==> config.mk <==
export PLATFORM = sky130hd
export DESIGN_NAME = hkv_queue
export DESIGN_NICKNAME = d
export VERILOG_FILES = /design/src/design/hkv_pkg.sv /design/src/design/hkv_queue.sv
export SDC_FILE = /design/constraint.sdc
export NUM_CORES = 1
export LEC_CHECK = 0
export ABC_AREA = 1
export ABC_CLOCK_PERIOD_IN_PS = 4300
export BUFFER_PORTS_ARGS = -buffer_cell sky130_fd_sc_hd__buf_2
export CAP_MARGIN = 20
export CORE_MARGIN = 2
export CORE_UTILIZATION = 45
export DETAILED_ROUTE_END_ITERATION = 7
export PLACE_DENSITY = 0.72
export SYNTH_ARGS = -nofsm -noshare
export SYNTH_HDL_FRONTEND = slang
export SYNTH_SLANG_ARGS = --single-unit
==> constraint.sdc <==
create_clock -name clk -period 4.3 [get_ports clk]
set_clock_uncertainty 0.05 [all_clocks]
set_input_delay 1.29 -clock clk [delete_from_list [all_inputs] [get_ports clk]]
set_output_delay 1.29 -clock clk [all_outputs]
set_load 0.05 [all_outputs]
==> src/design/hkv_pkg.sv <==
// hkv_pkg: shared codes, command type and defaults of the half precision KV cache.
// No dependencies.
`timescale 1ns / 1ps
package hkv_pkg;

  localparam int DEF_MAX_LAYERS    = 4;
  localparam int DEF_MAX_POSITIONS = 256;
  localparam int DEF_MAX_ELEMENTS  = 64;

  localparam logic [2:0] KIND_WRITE    = 3'd0;
  localparam logic [2:0] KIND_READ     = 3'd1;
  localparam logic [2:0] KIND_SHIFT    = 3'd2;
  localparam logic [2:0] KIND_TRUNCATE = 3'd3;
  localparam logic [2:0] KIND_RESET    = 3'd4;

  localparam logic [1:0] REG_LAYERS    = 2'd0;
  localparam logic [1:0] REG_POSITIONS = 2'd1;
  localparam logic [1:0] REG_ELEMENTS  = 2'd2;

  typedef enum logic [2:0] {
    OP_WRITE,
    OP_READ,
    OP_REJECT,
    OP_SHIFT,
    OP_TRUNC,
    OP_CLEAR,
    OP_NOP
  } op_t;

  typedef struct packed {
    op_t         op;
    logic [1:0]  layer;
    logic [7:0]  position;
    logic [5:0]  element;
    logic [15:0] key_half;
    logic [15:0] value_half;
    logic [8:0]  amount;
  } cmd_t;

endpackage

==> src/design/hkv_queue.sv <==
// hkv_queue: two-entry command queue between front and back.
// Depends on hkv_pkg.
`timescale 1ns / 1ps
module hkv_queue (
  input  logic          clk,
  input  logic          rst_n,
  input  logic          push,
  input  hkv_pkg::cmd_t push_cmd,
  output logic          full,
  input  logic          pop,
  output logic          nonempty,
  output hkv_pkg::cmd_t head
);
  import hkv_pkg::*;

  cmd_t       ent_r [2];
  logic       wp_r, wp_nxt, rp_r, rp_nxt;
  logic [1:0] cnt_r, cnt_nxt;

  assign full     = (cnt_r == 2'd2);
  assign nonempty = (cnt_r != 2'd0);
  assign head     = ent_r[rp_r];

  always_comb begin
    wp_nxt  = push ? ~wp_r : wp_r;
    rp_nxt  = pop ? ~rp_r : rp_r;
    cnt_nxt = cnt_r + {1'b0, push} - {1'b0, pop};
  end

  always_ff @(posedge clk) begin
    if (!rst_n) begin
      wp_r  <= 1'b0;
      rp_r  <= 1'b0;
      cnt_r <= 2'd0;
    end else begin
      wp_r  <= wp_nxt;
      rp_r  <= rp_nxt;
      cnt_r <= cnt_nxt;
    end
  end

  always_ff @(posedge clk) begin
    if (push) ent_r[wp_r] <= push_cmd;
  end

endmodule

Yosys cells after proc, flatten, opt, wreduce, memory -nomap -nowiden:

Memories as Yosys holds them, arrays and structs flattened. A register that Yosys moved wholly into a read port is not among the register bits.
Index checks and enable logic that the tools add are counted.

* shift-type cells: 0
* eq/ne operators: 1
* add/subtract/negate cells: 2
* multipliers: 0
* $lt $le $gt $ge: 0
* multiplexer cells: 4
* divide/modulo/power cells: 0
* reduce and logical (&&, ||, !) cells: 1
* bitwise gates (word level): 2

Operator list (number)
* $mux 1: 4
* $add 2x1->2: 1
* $eq 2x2->1 const B: 1
* $not 1->1: 2
* $reduce_bool 2->1: 1
* $sub 2x1->2: 1

* word-level logic and storage cells: 14
* bits in read-only memories: 0
* input port bits: 64
* memories: 1
* memory bits (writable): 120
* output and inout port bits: 62
* bits in registers: 4
* latch bits: 0

Memory list
* ent_r: words 2, bits a word 60, rd ports 1, clocked after Yosys merged registers in 1, wr ports 1, RTL line hkv_queue.sv:16 `cmd_t ent_r [2];`

Logic depth before layout (Yosys ltp):

* word-level depth: 3
* gate-level depth with buffers: 9
* mapped depth without buffers: 9

Least setup slack after synthesis:

Ideal clock, no wire load.

* path kind: input -> register
* start point: input push
* end point: memory ent_r[0][0] (netlist bit) (enable)
* path buffers: 0
* data arrival time: 3.847 ns
* stages: 2
* setup slack: -0.077 ns
* setup time: 0.480 ns
* data required time: 3.770 ns
* path through: inv_1 > nor2_1

* longest elaborated chain between the ends: 2

Ends and longest elaborated chain
* from (decl): RTL line hkv_queue.sv:7 `input logic push,`
* $mux 1: RTL line hkv_queue.sv:43 `if (push) ent_r[wp_r] <= push_cmd;`
* $mux 1 (implied by the code): RTL line hkv_queue.sv:43
* to (decl): RTL line hkv_queue.sv:16

Every way passes these cells.

==> impl_metrics.yaml <==
die:
  floorplan.die.width_um: 108
  die-height_um: 108
  number_of_cell_rows: 37
  effective_utilization_at_floorplan_pct: 46.7
  io_pins: 126
  core-area_um2: 10400
  design.die.area_um2: 11600
logic_synthesis:
  yosys-top-cells-area: "sky130_fd_sc_hd__edfxtp_1 (74%), sky130_fd_sc_hd__mux2_4 (19%), sky130_fd_sc_hd__buf_12 (2.5%)"
  synth_top_area_cell: "sky130_fd_sc_hd__edfxtp_1"
  synth_top_cells_by_count: "sky130_fd_sc_hd__edfxtp_1 (120), sky130_fd_sc_hd__mux2_4 (60), sky130_fd_sc_hd__nand2_1 (9)"
  synth_seq_cells: 125
  synth_fp_nets: 286
  synthCells: 220
  synth.lib_cells_used.distinct: 11
  yosysSeqAreaShare_pct: 76.2
  post_synth_edffs: 120
  synthFlopType: "sky130_fd_sc_hd__edfxtp_1"
  ys_async_sr_fraction_pct: 0
  synth.most_common_cell: "sky130_fd_sc_hd__edfxtp_1"
  synthesis.area_per_instance_um2: 22.1
  mappedNetlistArea_um2: 4860
  synth_top_area_share_pct: 74.1
  yosysWarningCount: 0
sta:
  period_minus_slack_ps: 3390
  timing.fmax_mhz: 295
  timing_max_transition_violations_final: 0
  relSlewSlack_pct: 44.5
  setup_violations: 0
  worst-slew-pin-transition_ps: 833
  finalSetupTns_ps: 0
  final-hold-violation-count: 0
  rsz0062_at_grt: "no"
  crit_path_setup_slack_layout_ps: 909
  post-route-period-util_pct: 78.9
route:
  drt_first_iter_violations: 68
  route.detailed.drc: 0
  drtPass1Iterations: 6
  post_detailed_route_wirelength_per_cell_um: 15.6
  drt.antenna.violating_nets: 0
  finalWirelength_um: 7960
  routed_via_density: 4.62
  vias: 2354
cells_and_area:
  layout-drive-gt1-share_pct: 59.0
  final_nets: 426
  sequential_cell_area_um2: 3710
  antenna_cells: 0
  multi_input_combinational_cell_area_um2: 1010
  final.fill_count: 814
  areaGrowthSynthToFinish_pct: 26.1
clock_network:
  cts_tree: "yes"
  root_buffer: "sky130_fd_sc_hd__clkbuf_8"
  worstSkewPairLatency_ps: 490
  postCtsResizedCells: 0
  post_cts_buffers: 0
  cts_sinks: 125
  postCtsHoldBufs: 0
  ctsLongestPathBuffers: 2
  clkSlewWorstSetupHoldPaths_ps: 60
  tritoncts_buffers: 17
  ctsHtreeMaxLevel: 4
global_routing:
  grtUsageMet1_pct: 16.3
  antenna_found_initial: 0
  grt_first_pass_wirelength_um: 12100
  grt_start_max_net_pins: 61
  grt_use_met3_pct: 4.88
  grt_use_total_pct: 14.1
  grtUsageMet2_pct: 24.1
  gr_ovfl_total: 0
  vias_in_the_first_global_route: 2462
  grt_busiest_layer: "met2"
hold_path:
  worstHoldPathType: "reg2reg"
power:
  comb_power_share_pct: 14.0
  power_switching_uw: 808
  clock_power_share_pct: 40.9
  powerDensity_nw_per_um2: 519
  sequential_power_share_pct: 45.1
  leakagePower_uw: 0.00250
  power_report.internal_total_uw: 2380
  power_switching_share_pct: 25.4
  worst_ir_drop_vdd_uv: 344
critical_path:
  cp_data_arrival_time_ps: 2050
  reg2reg_slack_ps: 2630
  worstPathRequired_ps: 2960
  timing_worst_setup_path_type: "reg2out"
  cp-end-kind: "primary output"
  worst-path-max-fanout: 36
  critical_path.startpoint_type: "flip-flop"
place:
  dp_hpwl_um: 5150
  dpl_worst_slack_ps: 1380
  port_buffer_count: 125
  routabilityCongestion: 0.692
job:
  cap_violations: 0
run_status:
  status: "finished clean"
worst paths after layout:
check                                from            to  cells after the start
worst min register to register       rp_r     flip-flop                      2
worst min-delay path                 rp_r     flip-flop                      2
worst max register to register       wp_r  ent_r[1][46]                      3
worst max-delay path            flip-flop      head[48]                      3
area by class of cell:
class / instances / share of cell area [%]
inverters: 7 / 0.429
well taps: 136 / 2.78
clock inverters: 12 / 1.98
repair buffers: 128 / 11.0
flip-flops and latches: 125 / 60.5
clock buffers: 20 / 6.94
multi-input cells: 81 / 16.4
flip-flops by register name, indices dropped and copies added (netlist names), named ones only:
| signal | flops |
|---|---|
| rp_r | 1 |
| ent_r | 120 |
| wp_r | 1 |
| cnt_r | 2 |
power groups by stage:
stage | Combinational, µW | Clock, µW | Sequential, µW
detailed placement | 451 | 0 | 1460
global placement | 445 | 0 | 1460
CTS | 452 | 1340 | 1440
global route | 470 | 1390 | 1440
floorplan | 370 | 0 | 1450
finish | 446 | 1300 | 1440
critical path, stage by stage (launching register included):
cell and delay [ps]:
sky130_fd_sc_hd__dfxtp_4 660, sky130_fd_sc_hd__buf_12 350, sky130_fd_sc_hd__mux2_4 340, sky130_fd_sc_hd__buf_2 210
through the flow:
step,total power [µW],instances,util [%],hold WS [ps],instance area (µm²)
floorplan,1820,220,-,413,4860
CTS,3230,509,58.9,468,6130
detailed placement,1910,477,53.6,448,5580
global placement,1900,477,53.6,431,5580
global route,3300,509,58.9,521,6130
finish,3180,509,58.9,462,6130
cells in the final DEF, fill, tap and decap left out, types with 2 or more instances in the layout:
| cell | instances |
|---|---|
| sky130_fd_sc_hd__buf_12 | 2 |
| sky130_fd_sc_hd__buf_2 | 125 |
| sky130_fd_sc_hd__bufinv_16 | 2 |
| sky130_fd_sc_hd__clkbuf_1 | 3 |
| sky130_fd_sc_hd__clkbuf_16 | 16 |
| sky130_fd_sc_hd__clkinv_2 | 6 |
| sky130_fd_sc_hd__clkinvlp_4 | 3 |
| sky130_fd_sc_hd__dfxtp_1 | 4 |
| sky130_fd_sc_hd__edfxtp_1 | 120 |
| sky130_fd_sc_hd__ha_1 | 2 |
| sky130_fd_sc_hd__inv_1 | 6 |
| sky130_fd_sc_hd__mux2_4 | 60 |
| sky130_fd_sc_hd__nand2_1 | 9 |
| sky130_fd_sc_hd__nor2_1 | 7 |
per-layer routing:
metal | vias to the layer above | routed length (µm) | share of wire, %
met5 | - | 0 | 0
met1 | 1143 | 3320 | 42
met2 | 77 | 4100 | 52
li1 | 1126 | - | -
met4 | 0 | 65 | 0.82
met3 | 8 | 475 | 6.0
cell families (layout without fill, tap and decap cells):
group                      count (synthesis)  in the layout  share of synthesized area, %
DFF                                      125            125                          76.2
and+or+nand+nor                           18             18                          1.42
buffers and inverters                     14            167                          3.24
adders and majority gates                  2              2                         0.515
muxes                                     60             60                          18.5
AOI/OAI and AO/OA                          1              1                         0.103
No activity file was read; power rests on OpenSTA's default activity.
