**config.mk**
```make
export PLATFORM = sky130hd
export DESIGN_NAME = hkv_front
export DESIGN_NICKNAME = d
export VERILOG_FILES = /design/src/design/hkv_pkg.sv /design/src/design/hkv_front.sv
export SDC_FILE = /design/constraint.sdc
export NUM_CORES = 1
export LEC_CHECK = 0
export ABC_CLOCK_PERIOD_IN_PS = 7200
export BUFFER_PORTS_ARGS = -buffer_cell sky130_fd_sc_hd__buf_2
export CAP_MARGIN = 20
export CORE_UTILIZATION = 55
export DETAILED_ROUTE_END_ITERATION = 7
export GPL_ROUTABILITY_DRIVEN = 0
export PLACE_DENSITY_LB_ADDON = 0.08
export SLEW_MARGIN = 15
export SYNTH_ARGS = -nofsm -noshare
export SYNTH_HDL_FRONTEND = slang
export SYNTH_SLANG_ARGS = --single-unit
export TNS_END_PERCENT = 20
```
**constraint.sdc**
```tcl
create_clock -name vclk -period 7.2
set_input_delay 0.72 -clock vclk [all_inputs]
set_output_delay 0.72 -clock vclk [all_outputs]
set_load 0.02 [all_outputs]
```
**src/design/hkv_pkg.sv**
```systemverilog
// hkv_pkg: shared codes, command type and defaults of the half precision KV cache.
// No dependencies.
`timescale 1ns / 1ps
package hkv_pkg;

  localparam int DEF_MAX_LAYERS    = 4;
  localparam int DEF_MAX_POSITIONS = 256;
  localparam int DEF_MAX_ELEMENTS  = 64;

  localparam logic [2:0] KIND_WRITE    = 3'd0;
  localparam logic [2:0] KIND_READ     = 3'd1;
  localparam logic [2:0] KIND_SHIFT    = 3'd2;
  localparam logic [2:0] KIND_TRUNCATE = 3'd3;
  localparam logic [2:0] KIND_RESET    = 3'd4;

  localparam logic [1:0] REG_LAYERS    = 2'd0;
  localparam logic [1:0] REG_POSITIONS = 2'd1;
  localparam logic [1:0] REG_ELEMENTS  = 2'd2;

  typedef enum logic [2:0] {
    OP_WRITE,
    OP_READ,
    OP_REJECT,
    OP_SHIFT,
    OP_TRUNC,
    OP_CLEAR,
    OP_NOP
  } op_t;

  typedef struct packed {
    op_t         op;
    logic [1:0]  layer;
    logic [7:0]  position;
    logic [5:0]  element;
    logic [15:0] key_half;
    logic [15:0] value_half;
    logic [8:0]  amount;
  } cmd_t;

endpackage

```
**src/design/hkv_front.sv**
```systemverilog
// hkv_front: converts float32 key and value to float16 and classifies each item.
// Depends on hkv_pkg.
`timescale 1ns / 1ps
module hkv_front #(
  parameter int MAX_LAYERS    = hkv_pkg::DEF_MAX_LAYERS,
  parameter int MAX_POSITIONS = hkv_pkg::DEF_MAX_POSITIONS,
  parameter int MAX_ELEMENTS  = hkv_pkg::DEF_MAX_ELEMENTS
) (
  input  logic [2:0]    kind,
  input  logic [1:0]    layer,
  input  logic [7:0]    position,
  input  logic [5:0]    element,
  input  logic [31:0]   key_bits,
  input  logic [31:0]   value_bits,
  input  logic [8:0]    amount,
  input  logic [2:0]    layers_used,
  input  logic [8:0]    positions_used,
  input  logic [6:0]    elements_used,
  output hkv_pkg::cmd_t cmd
);
  import hkv_pkg::*;

  function automatic logic [31:0] clamp(input logic [31:0] v, input int hi);
    logic [31:0] r;
    if (v == 32'd0) r = 32'd1;
    else if (v > 32'(hi)) r = 32'(hi);
    else r = v;
    return r;
  endfunction

  function automatic logic [15:0] to_half(input logic [31:0] b);
    logic        s;
    logic [7:0]  ex;
    logic [22:0] man;
    logic [23:0] full;
    logic [23:0] hm;
    logic [4:0]  sh;
    logic [4:0]  he;
    logic [10:0] hm11;
    logic        rb;
    logic        lowb;
    logic [15:0] r;
    s    = b[31];
    ex   = b[30:23];
    man  = b[22:0];
    full = {1'b1, man};
    hm   = '0;
    sh   = '0;
    he   = '0;
    hm11 = '0;
    rb   = 1'b0;
    lowb = 1'b0;
    if (ex == 8'hFF) begin
      r = {s, 5'h1F, man[22:13]};
    end else if (ex >= 8'd143) begin
      r = {s, 15'h7C00};
    end else if (ex <= 8'd112) begin
      if (ex < 8'd102) begin
        r = {s, 15'd0};
      end else begin
        sh   = 5'(8'd126 - ex);
        hm   = full >> sh;
        rb   = full[sh - 5'd1];
        lowb = |(full & ((24'd1 << (sh - 5'd1)) - 24'd1));
        if (rb && (hm[0] || lowb)) hm = hm + 24'd1;
        r = {s, hm[14:0]};
      end
    end else begin
      he   = 5'(ex - 8'd112);
      hm11 = {1'b0, man[22:13]};
      rb   = man[12];
      lowb = |man[11:0];
      if (rb && (lowb || hm11[0])) hm11 = hm11 + 11'd1;
      if (hm11[10]) begin
        if (he == 5'd30) r = {s, 15'h7C00};
        else r = {s, he + 5'd1, 10'd0};
      end else begin
        r = {s, he, hm11[9:0]};
      end
    end
    return r;
  endfunction

  logic [31:0] nl, np, ne;
  logic        bad;

  assign nl  = clamp({29'd0, layers_used}, MAX_LAYERS);
  assign np  = clamp({23'd0, positions_used}, MAX_POSITIONS);
  assign ne  = clamp({25'd0, elements_used}, MAX_ELEMENTS);
  assign bad = ({30'd0, layer} >= nl) || ({24'd0, position} >= np) ||
               ({26'd0, element} >= ne);

  always_comb begin
    cmd.layer      = layer;
    cmd.position   = position;
    cmd.element    = element;
    cmd.key_half   = to_half(key_bits);
    cmd.value_half = to_half(value_bits);
    cmd.amount     = amount;
    case (kind)
      KIND_WRITE:    cmd.op = bad ? OP_REJECT : OP_WRITE;
      KIND_READ:     cmd.op = bad ? OP_REJECT : OP_READ;
      KIND_SHIFT:    cmd.op = OP_SHIFT;
      KIND_TRUNCATE: cmd.op = OP_TRUNC;
      KIND_RESET:    cmd.op = OP_CLEAR;
      default:       cmd.op = OP_NOP;
    endcase
  end

endmodule

```
=== Yosys cells after proc, flatten, opt, wreduce, memory -nomap -nowiden ===
Index checks and enable logic that the tools add are counted.

* Register bits: 0
* Input port bits: 111
* Output and inout port bits: 60
* Logic and storage cells: 95

* $add $sub $neg: 14
* Order comparisons: 14
* Equality and inequality tests: 8
* Shift operators: 4
* Mux-type cells: 35
* Bitwise logic cells: 2
* Reductions and logical operators: 18

{| class="wikitable"
|+ Operators with widths
! operator !! count
|-
| 15-bit two-way mux || 14
|-
| 11-bit two-way mux || 8
|-
| 24-bit AND || 2
|-
| 24-bit OR reduction || 2
|-
| 1-bit by 5-bit left shift with 24-bit output, first input constant || 2
|-
| 24-bit by 5-bit >> shifter with 15-bit output || 2
|-
| 24-bit by 1-bit subtractor with 24-bit output, second input constant || 2
|-
| 2-bit by 32-bit >= comparator with 1-bit output || 1
|-
| 6-bit by 32-bit >= comparator with 1-bit output || 1
|-
| 8-bit by 32-bit >= comparator with 1-bit output || 1
|-
| 15-bit by 1-bit adder with 15-bit output, second input constant || 2
|-
| 12-bit OR reduction || 2
|-
| 10-bit by 1-bit adder with 11-bit output, second input constant || 2
|-
| 9-bit two-way mux || 2
|-
| 8-bit == test, second input constant || 2
|-
| 8-bit >= comparator, second input constant || 2
|-
| 8-bit by 7-bit <= comparator with 1-bit output, second input constant || 2
|-
| 8-bit by 7-bit less-than comparator with 1-bit output, second input constant || 2
|-
| 3-bit one-hot mux with 5 select lines || 1
|-
| 7-bit two-way mux || 2
|-
| 5-bit by 6-bit less-than comparator with 1-bit output, second input constant || 2
|-
| 5-bit by 1-bit adder with 5-bit output, second input constant || 2
|-
| 1-bit binary-select mux with 5-bit select || 2
|-
| 5-bit == test, second input constant || 2
|-
| 17 further kinds || 33
|}

=== Logic depth before layout (Yosys ltp) ===
Gate-level depths: netlist (run 1).

* Depth after elaboration: 13
* Gate-level depth with buffers: 23
* Gate-level depth less buffers: 19

=== Least setup slack after synthesis (run 1) ===
Ideal clock, no wire load.

* Path type: input-to-output
* From: in key_bits[23]
* To: out cmd[25] (netlist name)
* Data arrival time: 5.819 ns
* Path slack: 0.661 ns
* Stages: 23
* Path buffers: 6
* Path through: buf_6 buf_4 buf_4 buf_1 inv_1 ha_1 buf_2 nor2b_1 nand2_1 o21ai_1 o22ai_1 nand3_1 ha_1 o211ai_1 or2_1 buf_2 a2111oi_0 xor2_1 a2111o_1 nor4_4 nor2_1 xnor2_1 o221ai_1

{| class="wikitable"
|+ RTL lines
! item !! RTL line !! text
|-
| from (decl) || hkv_front.sv:13 || <nowiki>input logic [31:0] key_bits,</nowiki>
|-
| to (decl) || hkv_front.sv:19 || <nowiki>output hkv_pkg::cmd_t cmd</nowiki>
|}

==> metrics.yaml, run 1 <==
path_cells: "buf_2, buf_4, nor2b_1, or3_1, nand2_1, buf_4, o22ai_1, nand3_1, ha_1, o211ai_1, or2_1, a2111oi_0, xor2_1, a2111o_1, nor4_4, nor2_1, xnor2_1, o221ai_1, buf_2"
synthCells: 1069
synth_cell_types: 94
slew_violations: 0
final.setup.tns_ns: 0
hold_start: "amount[0]"
grt.overflow.total: 0
regArea_sq_um: 0
worst-slew-pin-transition_ns: 0.8493
worstPathArrival_ns: 6.05
hold_path_depth: 0
critPathMaxFanout: 40
finalSetupViolations: 0
cp_slowest_stage_delay_ns: 0.64
rows: 42
critPathSlowestCell: "nor4_4"
place_hpwl_mm: 19.19
cp-start-kind: "primary input"
place_inst: 1305
min_period_over_period: 0.9402
die-width_um: 118.9
fin_cells: 1308
cp_num_buf_inv: 4
ir_drop_uv: 49.26
syn2layout_area_growth_pct: 7.280
nNetsFinal: 1278
period_minus_slack_ns: 6.770
detail_route.iter0.violations: 932
power-per-cell-area_mw_per_mm2: 93.54
hold_violations: 0
drt_wl_total_mm: 25.11
rsz0062_at_grt: "false"
hold_class: "in2out"
die_area_sq_mm: 0.01413
synth-seq-area-share: 0
yosys_warnings: 0
initial_utilization: 0.5649
holdPathEnd: "cmd[0]"
total_power_mw: 0.7537
worstSetupEndpointType: "output pin"
vias: 8864
drc: 0
criticalPathCategory: "in2out"
grt_max_degree: 41
track_usage: 0.3378
leakagePower_nw: 3.252
layout_commonest_cell: "buf_2"
synth_top_area_cell: "mux4_2"
synthTopCellsByArea: "mux4_2 (13%), nand2_1 (6.1%), ha_1 (6.0%), o21ai_0 (5.1%), mux2i_1 (5.1%)"
synth.net_count: 1216
die_y_um: 118.9
synth_top_area_frac: 0.1289
status: "finished clean"
core_sq_mm: 0.01330
crit_family: "simple AND/OR/NAND/NOR gates"
portBuffers: 149
relSlewSlack: 0.4310
netlist_area_sq_mm: 0.007511
whs_ns: 1.440
antenna_found_initial: 3
grt_pass1_wl_mm: 39.27
drive_gt1_frac: 0.2329
vias_per_cell: 6.777
pin_count: 171
routedWlPerCell_um: 19.20
final_antenna_net_count: 0
final_cell_mix: "buf_2 (149), nand2_1 (123), nor2_1 (92)"
synth.avg_cell_area_sq_um: 7.026
nFillCells: 1317
firstDrtPassIters: 6
post-route-util: 0.6061
cts_setup_buffers: 0
seq_cells: 0
required_ns: 6.48
first_global_vias: 7697
drv_cap: 0
max_freq_ghz: 0.1477
nClkBuffers: 0
post_cts_resize_count: 0
cts_hold_buf: 0
[how the worst max path moves through the flow]
stage / from / to / slack (ns) / cells after the start
detailed placement: key_bits[23] / cmd[25] / 0.56 / 19
global route: key_bits[23] / cmd[25] / 0.15 / 19
finish: key_bits[23] / cmd[25] / 0.43 / 19
floorplan: key_bits[23] / cmd[25] / 0.66 / 23
CTS: key_bits[23] / cmd[25] / 0.55 / 19
global placement: key_bits[23] / cmd[25] / 0.74 / 19
[metal layers]
layer | share of wire | track usage | routed length (um) | vias to the layer above
li1 | - | - | - | 4160
met2 | 0.47 | 0.5749 | 11810 | 567
met3 | 0.091 | 0.02778 | 2293 | 107
met5 | 0 | 0 | 0 | -
met1 | 0.39 | 0.4369 | 9816 | 4030
met4 | 0.048 | 0.1472 | 1195 | 0
[synth_stat cells, drive strengths merged, types with 11 or more instances]
| library cell | count |
|---|---|
| xor2 | 26 |
| a31oi | 11 |
| a21o | 15 |
| nand2b | 29 |
| nand4 | 16 |
| o221ai | 15 |
| nand2 | 123 |
| inv | 27 |
| mux2i | 38 |
| clkbuf | 45 |
| and3 | 20 |
| nor2 | 94 |
| or3 | 12 |
| o21ai | 91 |
| buf | 66 |
| o211ai | 21 |
| mux4 | 43 |
| nand3 | 41 |
| ha | 36 |
| o22ai | 13 |
| nor4 | 19 |
| xnor2 | 28 |
| a21oi | 51 |
| nor3 | 31 |
| mux2 | 20 |
[power breakdown]
part,internal [mW],switching (mW)
logic,0.297,0.457
registers,0,0
clock network,0.0000000557,0
total,0.297,0.457
[per-stage QoR]
step / cell area [sq um] / setup slack (ns)
floorplan: 7511 / 0.6607
global placement: 8050 / 0.7396
detailed placement: 8050 / 0.5599
CTS: 8050 / 0.5541
global route: 8055 / 0.1470
finish: 8058 / 0.4302
[area by class of cell]
cell class                 count  area, sq um  share of cell area
multi-input combinational    931         6818              0.8461
timing repair buffer         171        910.9              0.1130
tap                          176        220.2             0.02733
inverter                      27        101.3             0.01258
antenna                        3        7.507           0.0009317
[cell families (layout without fill, tap and decap cells)]
family                   count (synthesis)  count (layout)  synth area share
AND/OR/NAND/NOR                        430             430            0.2879
AO/OA/AOI/OAI                          309             309            0.2782
XOR/XNOR                                55              55           0.07213
other                                    0               3                 0
multiplexers                           101             101            0.2096
buffers and inverters                  138             198           0.09229
adder cells (fa/ha/maj)                 36              36           0.05997
No activity file was read; power rests on OpenSTA's default activity.
==> run 2, diff against run 1 <==
--- a/config.mk
+++ b/config.mk
@@ -5,12 +5,12 @@
 export SDC_FILE = /design/constraint.sdc
 export NUM_CORES = 1
 export LEC_CHECK = 0
-export ABC_CLOCK_PERIOD_IN_PS = 7200
+export ABC_CLOCK_PERIOD_IN_PS = 6300
 export BUFFER_PORTS_ARGS = -buffer_cell sky130_fd_sc_hd__buf_2
 export CAP_MARGIN = 20
 export CORE_UTILIZATION = 55
 export DETAILED_ROUTE_END_ITERATION = 7
-export GPL_ROUTABILITY_DRIVEN = 0
+export GPL_ROUTABILITY_DRIVEN = 1
 export PLACE_DENSITY_LB_ADDON = 0.08
 export SLEW_MARGIN = 15
 export SYNTH_ARGS = -nofsm -noshare
==> constraint.sdc (replaced) <==
create_clock -name vclk -period 6.3
set_input_delay 0.63 -clock vclk [all_inputs]
set_output_delay 0.63 -clock vclk [all_outputs]
set_load 0.02 [all_outputs]
==> metrics.yaml, run 2 (synthesis gave the netlist of run 1 again) <==
status: "finished clean"
finalSetupViolations: 0
rows: 42
drive_gt1_frac: 0.2441
total_power_mw: 0.8761
clkPwrFrac: 0
firstDrtPassIters: 7
worstSetupEndpointType: "output pin"
seq_cells: 0
hold_violations: 0
final_cell_mix: "buf_2 (149), nand2_1 (123), nor2_1 (92)"
required_ns: 5.67
post-route-util: 0.6150
cts_hold_buf: 0
vias: 8852
detail_route.iter0.violations: 720
first_global_vias: 7986
final.setup.tns_ns: 0
layout_commonest_cell: "buf_2"
criticalPathCategory: "in2out"
place_congestion: 1.051
rsz0062_at_grt: "false"
portBuffers: 149
critPathSlowestCell: "a2111oi_0"
grt.overflow.total: 0
regArea_sq_um: 0
die-width_um: 118.9
die_area_sq_mm: 0.01413
hold_path_depth: 0
routedWlPerCell_um: 19.48
relSlewSlack: 0.3613
min_period_over_period: 0.9575
nClkBuffers: 0
cp_slowest_stage_delay_ns: 0.47
worstPathArrival_ns: 5.40
core_sq_mm: 0.01330
intPower_mw: 0.3490
whs_ns: 1.260
cp-start-kind: "primary input"
power-per-cell-area_mw_per_mm2: 107.2
critPathMaxFanout: 9
hold_start: "amount[3]"
antenna_cells: 0
switching_share: 0.6016
final_antenna_net_count: 0
syn2layout_area_growth_pct: 8.862
hold_class: "in2out"
drv_cap: 0
place_hpwl_mm: 20.06
die_y_um: 118.9
worst-slew-pin-transition_ns: 0.9313
ir_drop_uv: 51.33
crit_family: "compound AO/OA/AOI/OAI gates"
vias_per_cell: 6.711
cp_num_cells: 20
leakagePower_nw: 3.334
nNetsFinal: 1292
pin_count: 171
initial_utilization: 0.5649
p_seq_frac: 0
drc: 0
drt_wl_total_mm: 25.69
grt_max_degree: 40
p_sw_mw: 0.5271
multi_input_area_sq_mm: 0.006839
grt_pass1_wl_mm: 40.85
max_freq_ghz: 0.1658
finalWorstSetupSlack_ns: 0.2681
holdPathEnd: "cmd[3]"
pwr-share-comb: 1.000
period_minus_slack_ns: 6.032
track_usage: 0.3495
cp_num_buf_inv: 4
slew_violations: 0
path_cells: "buf_2, inv_1, ha_1, nor2b_1, nand2_1, o21ai_1, o22ai_1, nand3_1, ha_1, o211ai_1, or2_1, a2111oi_0, xor2_1, a2111o_1, nor4_4, buf_4, nor3_1, xor2_1, o221ai_1, buf_2"
antenna_found_initial: 0
place_ws_ns: 0.1712
nFillCells: 1284
==> run 2: changes by cell type in the layout (fill, tap and decap cells not counted), sizes merged <==
cell,change
buf,+14
diode,-3
==> run 2: per-stage QoR <==
stage,cells,cell area [sq um]
3_3_place_gp,1318,8154
3_5_place_dp,1318,8154
2_1_floorplan,1069,7517
4_1_cts,1318,8154
6_report,1319,8177
5_1_grt,1319,8177
==> run 2: power by group through the flow <==
stage	clock, mW	sequential, mW	combinational [mW]
after floorplan	0	0	0.638
after global placement	0	0	0.853
after CTS	0	0	0.859
after global routing	0	0	0.947
after detailed placement	0	0	0.855
final	0	0	0.876
==> run 2: per-layer routing <==
metal / vias to the layer above / global-route usage / part of all wire / wire (um)
met3: 70 / 0.02538 / 0.076 / 1963
met5: - / 0 / 0 / 0
met2: 460 / 0.6140 / 0.49 / 12510
li1: 4181 / - / - / -
met1: 4141 / 0.4430 / 0.40 / 10190
met4: 0 / 0.1400 / 0.040 / 1022
==> run 2: final cells by class <==
| cell class | count | share of cell area |
|---|---|---|
| well taps | 176 | 0.02693 |
| multi-input cells | 931 | 0.8364 |
| inverters | 27 | 0.01239 |
| repair buffers | 185 | 0.1243 |
==> run 2: repair_timing <==
action / in CTS / in global routing
gates resized for setup: 0 / 2
setup buffers: 0 / 1
endpoints found under the setup margin: 0 / 18
==> run 2: worst max-delay path by stage <==
stage                            start  slack (ns)  endpoint
final                     key_bits[24]        0.27   cmd[35]
after global routing      key_bits[24]        0.02   cmd[35]
after CTS                 key_bits[24]        0.16   cmd[25]
after detailed placement  key_bits[24]        0.17   cmd[25]
after global placement    key_bits[24]        0.34   cmd[25]
after floorplan           key_bits[23]       -0.05   cmd[35]
==> run 3, diff against run 2 <==
--- a/config.mk
+++ b/config.mk
@@ -11,7 +11,7 @@
 export CORE_UTILIZATION = 55
 export DETAILED_ROUTE_END_ITERATION = 7
 export GPL_ROUTABILITY_DRIVEN = 1
-export PLACE_DENSITY_LB_ADDON = 0.08
+export PLACE_DENSITY = 0.82
 export SLEW_MARGIN = 15
 export SYNTH_ARGS = -nofsm -noshare
 export SYNTH_HDL_FRONTEND = slang
==> metrics.yaml, run 3 (synthesis gave the netlist of run 1 again) <==
drive_gt1_frac: 0.2463
cp-start-kind: "primary input"
slew_violations: 0
power-per-cell-area_mw_per_mm2: 107.7
rows: 42
finalSetupViolations: 0
drv_cap: 0
nClkBuffers: 0
initial_utilization: 0.5649
met3_usage: 0.03975
hold_class: "in2out"
portBuffers: 149
max_freq_ghz: 0.1673
grt_pass1_wl_mm: 41.08
min_period_over_period: 0.9486
place_congestion: 1.015
firstDrtPassIters: 6
core_sq_mm: 0.01330
die_y_um: 118.9
leakagePower_nw: 3.347
required_ns: 5.67
die-width_um: 118.9
grt_util_met2: 0.5928
hold_path_depth: 0
drt_wl_total_mm: 25.72
criticalPathCategory: "in2out"
rsz0062_at_grt: "false"
place_hpwl_mm: 19.91
worstPathArrival_ns: 5.35
holdPathEnd: "cmd[0]"
antenna_found_initial: 2
status: "finished clean"
crit_family: "compound AO/OA/AOI/OAI gates"
cp_num_buf_inv: 5
layout_commonest_cell: "buf_2"
final_cell_mix: "buf_2 (149), nand2_1 (123), nor2_1 (92)"
syn2layout_area_growth_pct: 9.295
nNetsFinal: 1294
vias: 9195
hold_start: "amount[0]"
track_usage: 0.3518
first_global_vias: 8256
drc: 0
path_cells: "buf_2, inv_1, ha_1, buf_4, a211oi_2, or2_1, o22ai_1, nand3_1, ha_1, o211ai_1, or2_1, a2111oi_0, xor2_1, a2111o_1, nor4_4, buf_4, nor3_1, xor2_1, o221ai_1, buf_2"
busiest_layer: "met2"
vias_per_cell: 6.955
period_minus_slack_ns: 5.976
total_power_mw: 0.8844
cp_slowest_stage_delay_ns: 0.48
worst-slew-pin-transition_ns: 1.042
critPathSlowestCell: "a2111o_1"
grt.overflow.total: 0
seq_cells: 0
die_area_sq_mm: 0.01413
ir_drop_uv: 60.48
final_antenna_net_count: 0
regArea_sq_um: 0
relSlewSlack: 0.3005
critPathMaxFanout: 11
use_met1: 0.4468
detail_route.iter0.violations: 966
grt_max_degree: 38
pin_count: 171
routedWlPerCell_um: 19.46
whs_ns: 1.260
hold_violations: 0
worstSetupEndpointType: "output pin"
## run 3: cell types whose count changed in the layout (fill, tap and decap cells not counted)
cell     change
diode_2      +1
ha_1         -1
buf_12       +1
ha_2         +1
buf_4        +1
## run 3: worst max path at each step
stage / start / to / slack (ns) / depth (start not counted)
after floorplan: key_bits[23] / cmd[35] / -0.05 / 23
after global placement: value_bits[23] / cmd[19] / 0.25 / 21
after detailed placement: key_bits[23] / cmd[37] / 0.23 / 18
after CTS: key_bits[23] / cmd[37] / 0.21 / 18
after global routing: value_bits[23] / cmd[23] / 0.04 / 21
final: key_bits[23] / cmd[37] / 0.32 / 20
## run 3: final cells by class
class                      instances  area (sq um)
multi-input combinational        931          6842
fill                            1248          5086
timing repair buffer             187          1044
tap                              176         220.2
inverter                          27         101.3
antenna                            1         2.502
## run 3: metrics by stage
stage	setup TNS [ns]	util	setup slack, ns	instance area (sq um)	cells
detailed placement	0	0.6154	0.2328	8182	1320
global placement	0	0.6154	0.2509	8182	1320
floorplan	-0.1158	-	-0.05358	7517	1069
finish	0	0.6174	0.3239	8209	1322
global route	0	0.6173	0.04306	8207	1321
CTS	0	0.6154	0.2147	8182	1320
## run 3: timing repair
action                                  in CTS  in global routing
endpoints found under the setup margin       0                 16
hold buffers                                 0                  0
resized for setup                            0                  3
buffers inserted                             0                  1
## run 3: where the power goes
| group | switching, mW | internal (mW) |
|---|---|---|
| Sequential | 0 | 0 |
| Clock | 0 | 0.0000000212 |
| Combinational | 0.533 | 0.352 |
| Total | 0.533 | 0.352 |
## run 3: per-layer routing
metal  vias to the layer above  routed length (um)
li1                       4202                   -
met1                      4253                9983
met2                       627               12180
met3                       111                2323
met4                         2                1221
met5                         -                  14
